File: config.mk
export PLATFORM = sky130hd
export DESIGN_NAME = tst_ctrl
export DESIGN_NICKNAME = d
export VERILOG_FILES = /design/src/rtl/tst_pkg.sv /design/src/rtl/tst_ctrl.sv
export SDC_FILE = /design/constraint.sdc
export NUM_CORES = 1
export LEC_CHECK = 0
export ABC_AREA = 1
export BUFFER_PORTS_ARGS = -buffer_cell sky130_fd_sc_hd__clkbuf_2
export CORE_MARGIN = 1
export CORE_UTILIZATION = 36
export DETAILED_ROUTE_END_ITERATION = 10
export PLACE_DENSITY = 0.68
export SYNTH_ARGS = -nofsm -noshare
export SYNTH_HDL_FRONTEND = slang
export SYNTH_SLANG_ARGS = --single-unit
File: constraint.sdc
create_clock -name i_clk -period 1.52 [get_ports i_clk]
set_clock_uncertainty 0.1 [all_clocks]
set_input_delay 0.076 -clock i_clk [delete_from_list [all_inputs] [get_ports i_clk]]
set_output_delay 0.076 -clock i_clk [all_outputs]
set_load 0.05 [all_outputs]
File: src/rtl/tst_pkg.sv
// ----------------------------------------------------------------------------
// tst_pkg
// Shared types and constants of the thick stroke to triangles block.
// ----------------------------------------------------------------------------
`default_nettype none

package tst_pkg;

    localparam logic [15:0] BOARD_WIDTH_RST  = 16'd5120;
    localparam logic [15:0] BOARD_HEIGHT_RST = 16'd3840;
    localparam logic [11:0] HALF_THICK_RST   = 12'd32;

    localparam logic [1:0] REG_BOARD_WIDTH  = 2'd0;
    localparam logic [1:0] REG_BOARD_HEIGHT = 2'd1;
    localparam logic [1:0] REG_HALF_THICK   = 2'd2;

    localparam logic OP_ADD_POINT = 1'b0;
    localparam logic OP_END_LINE  = 1'b1;

    localparam logic [1:0] KIND_VERTEX    = 2'd0;
    localparam logic [1:0] KIND_COMMITTED = 2'd1;
    localparam logic [1:0] KIND_DISCARDED = 2'd2;

    localparam logic [2:0] VTX_LAST = 3'd5;

    // commands from controller to datapath
    typedef struct packed {
        logic       take_in;
        logic       store_pt;
        logic       end_line;
        logic       prep_mul;
        logic       prep_sq;
        logic       trial_sq;
        logic       trial_lo;
        logic       trial_hi;
        logic       trial_cmp;
        logic       set_offs;
        logic       emit_vtx;
        logic [2:0] vtx_idx;
    } t_cmd;

    // status from datapath to controller
    typedef struct packed {
        logic is_end;
        logic reject;
        logic prev_set;
        logic dx_zero;
        logic bit_last;
    } t_sts;

endpackage

`default_nettype wire

File: src/rtl/tst_ctrl.sv
// ----------------------------------------------------------------------------
// tst_ctrl
// Controller: sequences decode, offset search and the six vertex emits.
// ----------------------------------------------------------------------------
`default_nettype none

module tst_ctrl (
    input  wire logic          i_clk,
    input  wire logic          i_rst_n,
    input  wire logic          i_in_valid,
    output logic               o_in_ready,
    output logic               o_out_valid,
    input  wire logic          i_out_ready,
    input  wire tst_pkg::t_sts i_sts,
    output tst_pkg::t_cmd      o_cmd
);
    import tst_pkg::*;

    typedef enum logic [9:0] {
        S_IDLE  = 10'b00_0000_0001,
        S_CHECK = 10'b00_0000_0010,
        S_PMUL  = 10'b00_0000_0100,
        S_PSQ   = 10'b00_0000_1000,
        S_TSQ   = 10'b00_0001_0000,
        S_TLO   = 10'b00_0010_0000,
        S_THI   = 10'b00_0100_0000,
        S_TCMP  = 10'b00_1000_0000,
        S_OFFS  = 10'b01_0000_0000,
        S_EMIT  = 10'b10_0000_0000
    } t_state;

    t_state     r_state, n_state;
    logic [2:0] r_idx, n_idx;
    logic       r_ovld, n_ovld;
    logic       out_free;

    assign out_free    = !r_ovld || i_out_ready;
    assign o_in_ready  = r_state == S_IDLE;
    assign o_out_valid = r_ovld;

    always_comb begin
        n_state = r_state;
        n_idx   = r_idx;
        n_ovld  = r_ovld && !i_out_ready;
        o_cmd   = '0;
        o_cmd.vtx_idx = r_idx;
        unique case (r_state)
            S_IDLE: begin
                if (i_in_valid) begin
                    o_cmd.take_in = 1'b1;
                    n_state = S_CHECK;
                end
            end
            S_CHECK: begin
                priority if (i_sts.is_end) begin
                    // hold until the output register is free
                    if (out_free) begin
                        o_cmd.end_line = 1'b1;
                        n_ovld  = 1'b1;
                        n_state = S_IDLE;
                    end
                end else if (i_sts.reject) begin
                    n_state = S_IDLE;
                end else if (!i_sts.prev_set) begin
                    o_cmd.store_pt = 1'b1;
                    n_state = S_IDLE;
                end else if (i_sts.dx_zero) begin
                    n_state = S_OFFS;
                end else begin
                    n_state = S_PMUL;
                end
            end
            S_PMUL: begin
                o_cmd.prep_mul = 1'b1;
                n_state = S_PSQ;
            end
            S_PSQ: begin
                o_cmd.prep_sq = 1'b1;
                n_state = S_TSQ;
            end
            S_TSQ: begin
                o_cmd.trial_sq = 1'b1;
                n_state = S_TLO;
            end
            S_TLO: begin
                o_cmd.trial_lo = 1'b1;
                n_state = S_THI;
            end
            S_THI: begin
                o_cmd.trial_hi = 1'b1;
                n_state = S_TCMP;
            end
            S_TCMP: begin
                o_cmd.trial_cmp = 1'b1;
                n_state = i_sts.bit_last ? S_OFFS : S_TSQ;
            end
            S_OFFS: begin
                o_cmd.set_offs = 1'b1;
                n_idx   = '0;
                n_state = S_EMIT;
            end
            S_EMIT: begin
                if (out_free) begin
                    o_cmd.emit_vtx = 1'b1;
                    n_ovld = 1'b1;
                    n_idx  = r_idx + 3'd1;
                    if (r_idx == VTX_LAST) n_state = S_IDLE;
                end
            end
            default: n_state = S_IDLE;
        endcase
    end

    always_ff @(posedge i_clk) begin
        if (!i_rst_n) begin
            r_state <= S_IDLE;
            r_idx   <= '0;
            r_ovld  <= 1'b0;
        end else begin
            r_state <= n_state;
            r_idx   <= n_idx;
            r_ovld  <= n_ovld;
        end
    end

endmodule

`default_nettype wire

# Yosys cells after proc, flatten, opt, wreduce, memory -nomap -nowiden

Index checks and enable logic that the tools add are counted.

Bits in registers: 14
Input bits: 9

Add/subtract/negate cells: 1
Equality and inequality tests: 15
Mux-type cells: 31
Reduce and logical (&&, ||, !) cells: 7

Operators with widths:

| cell                                                              | number |
|---|---|
| 10-bit case mux with 10 select lines                              | 1 |
| 10-bit 2-to-1 mux                                                 | 7 |
| 9-bit 2-to-1 mux                                                  | 2 |
| 1-bit 2-to-1 mux                                                  | 17 |
| 10-bit by 1-bit == test with 1-bit output (second input constant) | 1 |
| 10-bit == test (second input constant)                            | 1 |
| 10-bit by 2-bit == test with 1-bit output (second input constant) | 1 |
| 10-bit by 3-bit == test with 1-bit output (second input constant) | 1 |
| 10-bit by 4-bit == test with 1-bit output (second input constant) | 1 |
| 10-bit by 5-bit == test with 1-bit output (second input constant) | 1 |
| 10-bit by 6-bit == test with 1-bit output (second input constant) | 1 |
| 10-bit by 7-bit == test with 1-bit output (second input constant) | 1 |
| 10-bit by 8-bit == test with 1-bit output (second input constant) | 1 |
| 10-bit by 9-bit == test with 1-bit output (second input constant) | 1 |
| 2-bit inequality test (second input constant)                     | 3 |
| 3-bit case mux with 2 select lines                                | 1 |
| 4-bit AND reduction                                               | 1 |
| 3-bit by 1-bit adder with 3-bit output (second input constant)    | 1 |
| 3-bit == test (second input constant)                             | 1 |
| 3-bit 2-to-1 mux                                                  | 1 |
| 3-bit inequality test (second input constant)                     | 1 |
| 1-bit zero test                                                   | 2 |
| 2-bit 2-to-1 mux                                                  | 1 |
| 1-bit case mux with 2 select lines                                | 1 |
| 4 further kinds                                                   | 4 |

# Longest topological paths before layout

Gate-level depths: netlist of run 1.

Depth after elaboration: 5
Gate-level depth with buffers: 10
Depth with buffers taken out: 10

# Least setup slack after synthesis of run 1

Ideal clock, no wire load.

Path kind: register to register
From: register r_state[8]
To: register r_state[5]
Setup time: 65 ps
Data arrival time: 2420 ps
Setup slack: -1064 ps
Cell stages (with the launch flop): 6
Buffers on the path: 0
Clock period less this slack: 2584 ps
Cell sequence: dfxtp_1 > inv_1 > nand2_1 > nor4_1 > nand3_1 > inv_1

Cells in the longest elaborated chain, start to end: 3
Elaborated cells between the ends (all ways): 16

Ends and longest elaborated chain:

| element                                                                         | line            | text |
|---|---|---|
| from (decl)                                                                     | tst_ctrl.sv:32  | `t_state r_state, n_state;` |
| from (signal assigned)                                                          | tst_ctrl.sv:120 | `r_state <= n_state;` |
| 10-bit by 2-bit == test with 1-bit output, or another cell as far along         | tst_ctrl.sv:47  | `unique case (r_state)` |
| 3-bit inequality test (no line) / 2-bit inequality test (equally long branches) | n/a             |  |
| 4-bit AND reduction (no line)                                                   | n/a             |  |

Parallel ways exist; a longest one is shown, timed or not.
A chain may end at the register's enable or synchronous reset.

==> reports/metrics.cfg, run 1 <==
[logic_synthesis]
synthAdderAreaFrac_pct=2.45
seq_area_frac_synth_pct=27.4
synth_area_um2=1020
synthSimpleGateAreaFrac_pct=51.9
synth_compound_area_share_pct=5.39
syn-num-nets=162
synth.distinct_cells=27
syn_inst=151
ys_async_sr_fraction_pct=0
ys.flop_type=dfxtp_1
synth_edf_count=0
synth_top_family_by_area=simple AND/OR/NAND/NOR gates
synth_seq_cells=14
muxShareOfSynthArea_pct=0
synth_xor_area_share_pct=0
yosysWarnings=0
synth_area_per_cell_um2=6.77

[worst_setup_path]
crit_slowest_cell=dfxtp_4
arrival_ps=1540
cp_max_fo=8
cpPeakStageDelay_ps=370
endpoint_kind=primary output
start_kind=register
timing.rr.end=r_state[0]
r2r_cells=10
r2r_setup_slack_ps=-150
path_class=reg -> out
rr_startpoint=r_state[2]
cp.required_ps=1340
path_cells=nor2_4 -> nand2_4 -> buf_4 -> nor4_4 -> clkbuf_8

[cells_and_area]
drive_gt1_share_pct=56.6
final_cell_mix=nand2_1 (27), inv_1 (24), buf_4 (23)
area_growth_pct=69.5
finalNetCount=217
n_antenna_cell=0
post-route-util_pct=66.9
final_common_cell=nand2_1

[die]
coreArea_um2=2590
dieArea_um2=3060
die_h_um=55.3
ios=25
die_x_um=55.3
start_util_pct=39.5
floorplan.rows=18

[pwr]
power.density_nw_per_um2=605
p_sw_share_pct=36.3
seq_power_share_pct=37.3
leakagePower_uw=0.000853
p_int_uw=667
power_frac_clock_pct=26.8
power_uw=1050
p_sw_uw=381
ir_worst_vdd_uv=501
power_frac_comb_pct=35.9

[global_route]
grt_usage_pct=21.0
gr-total-overflow=0
grt_max_degree=10
grt_pass1_vias=1163
grt_first_pass_wirelength_um=5100
antenna_found_initial=0

[detailed_routing]
wirelength_um=3110
routed_via_density=5.04
vias=1184
drc=0
drt_pass1_iterations=4
drt-initial-drc-count=39
wire_per_inst_um=13.2
final_antenna_net_count=0

[timing]
finalSetupViolations=24
relSlewSlack_pct=82.2
period_share_pct=113
period_minus_slack_ps=1720
max_clock_freq_ghz=0.583
setup_ws_ps=-195
final_hold_viol_count=0
worst_pin_slew_ps=265
rsz0062_at_grt=true
report.final.slew_viol_count=0

[min_path]
hold_class=in -> reg
holdCritStartpoint=i_sts[0]
whs_path_depth=4
hold-path-endpoint=r_state[4]

[place]
portBuffers=24
place.gp.congestion=0.799
hpwl_um=2000

[cts]
cts_root_buf=clkbuf_4
clk-insertion-delay-late_ps=290
cts_max_path_buffers=2
cts_buffers=3
cts_tree=yes
htreeDepth=1
cts_sinks=14
path_clk_slew_ps=100

[run_status]
status=finished with violations
violations=negative setup slack

[run]
cap_violations=0

[power by group through the flow]
| stage | Clock (uW) | Combinational [uW] | Sequential, uW |
|---|---|---|---|
| finish | 281 | 376 | 391 |
| detailed placement | 0 | 281 | 396 |
| global placement | 0 | 275 | 395 |
| global route | 309 | 399 | 393 |
| CTS | 283 | 352 | 391 |
| floorplan | 0 | 214 | 398 |
[cell type report]
class | count | area, um^2
clock buffer | 4 | 36.3
multi-input combinational | 102 | 771
inverter | 34 | 131
sequential | 14 | 295
tap | 30 | 37.5
timing repair buffer | 51 | 462
fill | 201 | 857
[metal layers]
layer	track usage, %	wire (um)	up-vias
met4	10.7	59	0
met3	3.04	142	8
met5	0	0	-
li1	-	-	577
met1	24.0	1240	562
met2	37.7	1660	37
[metrics by stage]
step / instance area (um^2) / setup TNS [ps] / std cells / hold slack (ps) / setup slack [ps]
2_1_floorplan: 1100 / -1500 / 151 / 46.3 / -179
3_3_place_gp: 1280 / 0 / 207 / 165 / 16.5
3_5_place_dp: 1280 / -10.3 / 207 / 165 / -10.3
4_1_cts: 1640 / -1730 / 230 / 17.1 / -150
5_1_grt: 1730 / -4180 / 235 / 40.5 / -255
6_report: 1730 / -2360 / 235 / 12.1 / -195
[logic make-up (layout without fill, tap and decap cells)]
kind of cell / Yosys count / count (layout)
DFF: 14 / 14
and+or+nand+nor: 92 / 92
adders and majority gates: 2 / 2
buffers and inverters: 35 / 89
AOI/OAI and AO/OA: 8 / 8
[flip-flops by register name, indices dropped and copies added (netlist names)]
signal	count
r_state	10
o_out_valid	1
r_idx	3
[worst max-delay path by stage]
stage | start | end | slack, ps | cells past startpoint
floorplan | r_state[9] | o_cmd[13] | -180 | 3
global placement | r_state[0] | r_state[0] | 20 | 10
detailed placement | r_state[0] | r_state[0] | -10 | 10
CTS | r_state[2] | o_cmd[8] | -150 | 5
global route | r_state[2] | o_cmd[8] | -260 | 5
finish | r_state[2] | o_cmd[8] | -200 | 5
[timing repair]
action / 4_1_cts / 5_1_grt
pin swaps: 16 / 11
gates resized for setup: 44 / 24
hold buffers: 2 / 0
setup buffers: 17 / 5
hold endpoints to repair: 1 / 0
endpoints found under the setup margin: 14 / 24
[critical path: cells and delay by family, from the launching register on]
kind / cells / cell delay (ps)
buffers and inverters: 2 / 410
DFF: 1 / 370
and+or+nand+nor: 3 / 470
[Yosys cell counts (2+ instances only)]
library cell / number / area [um^2]
nand2_1: 32 / 120
inv_1: 31 / 116
nor2_1: 17 / 63.8
dfxtp_1: 14 / 280
nand3_1: 11 / 55.1
nor2_4: 5 / 56.3
nand2_4: 4 / 45.0
nor4_1: 4 / 25.0
a21oi_1: 3 / 15.0
inv_2: 3 / 11.3
nand2_2: 3 / 18.8
nand4_1: 3 / 18.8
nor2_2: 3 / 18.8
nor3_1: 3 / 15.0
ha_1: 2 / 25.0
nor3_4: 2 / 32.5
Power figures use the tool's default switching activity.
==> run 2: changes to the inputs <==
Settings changed: CORE_ASPECT_RATIO from default to 0.8.
==> reports/metrics.cfg, run 2 (synthesized netlist as in run 1, its figures left out) <==
[cells_and_area]
fin_cells=234
n_antenna_cell=0
register_area_um2=297
final_area_um2=1720
fillCellCount=230
drive_gt1_share_pct=54.0
finalNetCount=210
area_growth_pct=68.2
largest_register_ffs=10
final_cell_mix=nand2_1 (27), inv_1 (25), buf_4 (14)
post-route-util_pct=67.1
top_register=r_state
final_common_cell=nand2_1
multi_input_area_um2=778

[worst_setup_path]
path_class=reg -> out
cpPeakStageDelay_ps=350
cp_top_family=simple AND/OR/NAND/NOR gates
critPathMostFrequentCell=nor2_4
r2r_cells=10
cp.required_ps=1340
crit_slowest_cell=dfxtp_2
cp_num_cells=8
r2r_setup_slack_ps=-160
arrival_ps=1550
path_cells=nor2_4 -> nand2_4 -> nor2_4 -> nand2_4 -> inv_2 -> nand2_2 -> nor2_4 -> buf_8
timing.rr.end=r_state[6]
path_buf_inv=2
endpoint_kind=primary output
start_kind=register
cp_max_fo=5
rr_startpoint=r_state[4]

[pwr]
ir_worst_vdd_uv=361
seq_power_share_pct=36.3
power_frac_clock_pct=27.0
p_sw_share_pct=37.5
p_sw_uw=403
power_frac_comb_pct=36.7
power.density_nw_per_um2=626
p_int_uw=673
leakagePower_uw=0.000825

[cts]
cts_max_path_buffers=2
htreeDepth=1
clk-insertion-delay-late_ps=300
cts_buffers=3
cts_root_buf=clkbuf_4
cts_sinks=14
cts_tree=yes
path_clk_slew_ps=90

[global_route]
grt_first_pass_wirelength_um=4830
gr-total-overflow=0
grt_pass1_vias=1059
grt_max_degree=10
antenna_found_initial=0
grt_usage_pct=21.7

[place]
placed_area_um2=1280
place.gp.congestion=0.870
portBuffers=24
place_inst=212
hpwl_um=2030

[run_status]
status=finished with violations
violations=negative setup slack

[detailed_routing]
routed-wl-met2_um=1660
wl_met3_um=156
drt_pass1_iterations=4
drt-met1-wl_um=1360
highest_layer=met4
final_antenna_net_count=0
routed_via_density=4.82
drt-initial-drc-count=30
wire_per_inst_um=13.8
drc=0
vias=1127
wirelength_um=3230

[timing]
worst_pin_slew_ps=302
period_minus_slack_ps=1720
relSlewSlack_pct=79.8
fin_tns_setup_ps=-2970
whs_ps=39.8
final_hold_viol_count=0
max_clock_freq_ghz=0.580
report.final.slew_viol_count=0
setup_ws_ps=-204
finalSetupViolations=24
rsz0062_at_grt=true
period_share_pct=113

[die]
ios=25
die_x_um=61.6
start_util_pct=39.9
coreArea_um2=2560
floorplan.rows=16
die_h_um=49.7
dieArea_um2=3060

[min_path]
whs_path_depth=4
hold_class=in -> reg
holdCritStartpoint=i_sts[3]
hold-path-endpoint=r_state[2]

[run]
cap_violations=0

[run 2: final cells by class]
type / count / share of cell area [%]
multi-input cells: 102 / 45.3
repair buffers: 44 / 25.1
flip-flops and latches: 14 / 17.2
inverters: 34 / 7.64
well taps: 36 / 2.62
clock buffers: 4 / 2.11
[run 2: worst register-to-register path, cell delays in order, from the launching register on]
cell     delay (ps)
dfxtp_2         350
nor2_4          160
nand2_4         110
buf_6           130
nor3_4          220
buf_6           140
nand2_2          60
nand2_2          90
nor2_4           80
nand3_2          80
inv_1            50
[run 2: power groups by stage]
stage	Clock (uW)	Sequential [uW]	Combinational, uW
final	290	390	395
after global placement	0	396	271
after CTS	285	389	361
after detailed placement	0	396	276
after global routing	316	392	420
after floorplan	0	398	214
[run 2: through the flow]
step                      setup slack, ps  total power [uW]
after global routing                 -270              1130
after floorplan                      -179               612
after global placement              0.713               666
after CTS                            -190              1040
final                                -204              1080
after detailed placement            -5.11               672
[run 2: timing repair]
item / CTS / global route
setup buffers: 11 / 4
gates resized for setup: 50 / 17
endpoints found under the hold margin: 2 / 0
endpoints found under the setup margin: 14 / 24
hold buffers: 3 / 0
pin swaps: 16 / 8
[run 2: how the worst max path moves through the flow]
stage | slack (ps) | to | from
global placement | 0.7 | r_state[0] | r_state[0]
floorplan | -180 | o_cmd[13] | r_state[9]
finish | -200 | o_cmd[11] | r_state[4]
global route | -270 | o_cmd[11] | r_state[4]
CTS | -190 | o_cmd[11] | r_state[2]
detailed placement | -5 | r_state[0] | r_state[0]
[run 2: per-layer routing]
layer | vias up | global-route usage, %
met5 | - | 0
met4 | 0 | 5.93
met3 | 7 | 4.20
met2 | 41 | 35.7
met1 | 518 | 28.4
li1 | 561 | -
==> run 3: changes to the inputs <==
Settings changed: ABC_AREA 1 to default, PLACE_DENSITY 0.68 to 0.69.
==> reports/metrics.cfg, run 3 <==
[run_status]
status=finished with violations
violations=negative setup slack

[pwr]
seq_power_share_pct=39.7
power.density_nw_per_um2=481
leakagePower_uw=0.000775
p_int_uw=622
ir_worst_vdd_uv=447
p_sw_uw=323
power_uw=945
p_sw_share_pct=34.2
power_frac_comb_pct=35.9
power_frac_clock_pct=24.3

[detailed_routing]
drt_pass1_iterations=4
wirelength_um=4350
drt-initial-drc-count=86
vias=1229
routed_via_density=5.91
final_antenna_net_count=0
drc=0
wire_per_inst_um=20.9

[logic_synthesis]
syn-num-nets=114
synthTopCellsByArea=dfxtp_1 (32%), nor2_1 (7.6%), nand3b_1 (3.4%)
synth_area_um2=883
synth.distinct_cells=39
seq_area_frac_synth_pct=31.7
synth_seq_cells=14
syn_inst=103
synth_edf_count=0
synth_largest_area_cell=dfxtp_1
synth_top_area_share_pct=31.7
synth_area_per_cell_um2=8.58
ys_async_sr_fraction_pct=0
yosysWarnings=0
synthTopCellsByCount=nor2_1 (18), dfxtp_1 (14)
yosysMostFrequentCell=nor2_1
ys.flop_type=dfxtp_1

[worst_setup_path]
cp.required_ps=1340
r2r_setup_slack_ps=-390
path_cells=buf_4 -> nor4_4 -> nand2_2 -> nor2_4 -> and2_4 -> clkbuf_16
path_buf_inv=2
crit_slowest_cell=dfxtp_4
arrival_ps=1760
cp_max_fo=3
r2r_cells=7
start_kind=register
endpoint_kind=primary output
cp_num_cells=6
path_class=reg -> out
cpPeakStageDelay_ps=370
cp_top_family=simple AND/OR/NAND/NOR gates

[timing]
rsz0062_at_grt=true
relSlewSlack_pct=67.8
fin_tns_setup_ps=-7700
whs_ps=11.5
setup_ws_ps=-419
report.final.slew_viol_count=0
period_minus_slack_ps=1940
period_share_pct=128
max_clock_freq_ghz=0.516
worst_pin_slew_ps=481
final_hold_viol_count=0
finalSetupViolations=25

[cts]
htreeDepth=1
cts_tree=yes
cts_root_buf=clkbuf_4
cts_max_path_buffers=2
clk-insertion-delay-late_ps=300
cts_buffers=3
cts_sinks=14
path_clk_slew_ps=90

[global_route]
gr-total-overflow=0
use_met2_pct=48.6
grt_usage_pct=31.2
grt_first_pass_wirelength_um=5820
top_usage_layer=met2
met3_usage_pct=8.71
grt.met1_usage_pct=39.8
grt_pass1_vias=1175
grt_max_degree=9
antenna_found_initial=0

[cells_and_area]
n_antenna_cell=0
finalNetCount=195
fillCellCount=90
final_common_cell=buf_4
multi_input_area_um2=828
final_cell_mix=buf_4 (40), clkbuf_2 (12), buf_6 (9)
area_growth_pct=122
drive_gt1_share_pct=73.2
top_register=r_state
largest_register_ffs=10
register_area_um2=315

[die]
start_util_pct=39.6
ios=25
dieArea_um2=2660
floorplan.rows=15
die_h_um=46.3
coreArea_um2=2230
die_x_um=57.4

[place]
pre_cts_slack_ps=-144
portBuffers=24
place.gp.congestion=0.849
hpwl_um=2120

[min_path]
hold_class=in -> reg
whs_path_depth=4

[run]
cap_violations=0

[run 3: cell types whose count changed after synthesis, moves of 3 or more]
cell / delta
inv_2: -3
nand3_1: -6
inv_1: -26
nand3b_1: +3
nand2_1: -27
nand2b_1: +3
nand2_2: -3
nor2_4: -4
nand2_4: -4
[run 3: power by group through the flow]
| stage | clock network [uW] | registers (uW) | logic [uW] |
|---|---|---|---|
| floorplan | 0 | 384 | 133 |
| global placement | 0 | 387 | 207 |
| detailed placement | 0 | 388 | 209 |
| CTS | 228 | 374 | 288 |
| global route | 247 | 376 | 355 |
| finish | 230 | 375 | 339 |
[run 3: layout make-up]
| type | count | share of cell area, % |
|---|---|---|
| Timing Repair Buffer | 78 | 37.5 |
| Tap cell | 25 | 1.59 |
| Sequential cell | 14 | 16.1 |
| Multi-Input combinational cell | 82 | 42.2 |
| Clock inverter | 1 | 0.191 |
| Inverter | 5 | 1.34 |
| Clock buffer | 3 | 1.15 |
[run 3: cell families (layout without fill, tap and decap cells)]
family          count (synthesis)  after routing  share of synthesized area, %
flops                          14             14                          31.7
compound gates                 17             17                          17.0
xor+xnor                        4              4                          3.97
simple gates                   59             59                          41.2
fa+ha+maj                       2              2                          2.83
buf+inv                         7             87                          3.26
[run 3: metrics by stage]
stage | area, um^2 | util (%) | std cells
after global placement | 1410 | 63.0 | 178
after detailed placement | 1410 | 63.0 | 178
after floorplan | 1020 | - | 103
final | 1960 | 87.9 | 208
after CTS | 1820 | 81.4 | 202
after global routing | 1960 | 87.9 | 208
[run 3: worst paths after layout]
check | startpoint | endpoint
worst min register to register | r_idx[0] | r_idx[0]
worst min-delay path | i_sts[3] | r_state[2]
worst max register to register | r_state[3] | r_state[5]
worst max-delay path | r_state[2] | o_cmd[13]
[run 3: worst reg2reg max path, stage by stage, from the launching register on]
cell and delay (ps):
dfxtp_4 380, nor4_4 300, buf_4 210, nand4_4 130, buf_6 170, a31oi_4 190, a311o_4 260, nor4_2 60
[run 3: repair_timing]
action                                  CTS  global route
endpoints found under the setup margin   24            26
cloned                                    0             0
setup buffers                            15             7
endpoints found under the hold margin     7             0
hold buffers                              5             0
resized for setup                        53            24
pin swaps                                19            12
[run 3: metal layers]
metal / routed length [um] / part of all wire [%]
met2: 2020 / 47
met3: 393 / 9.0
met4: 80 / 1.8
met1: 1850 / 43
met5: 0 / 0
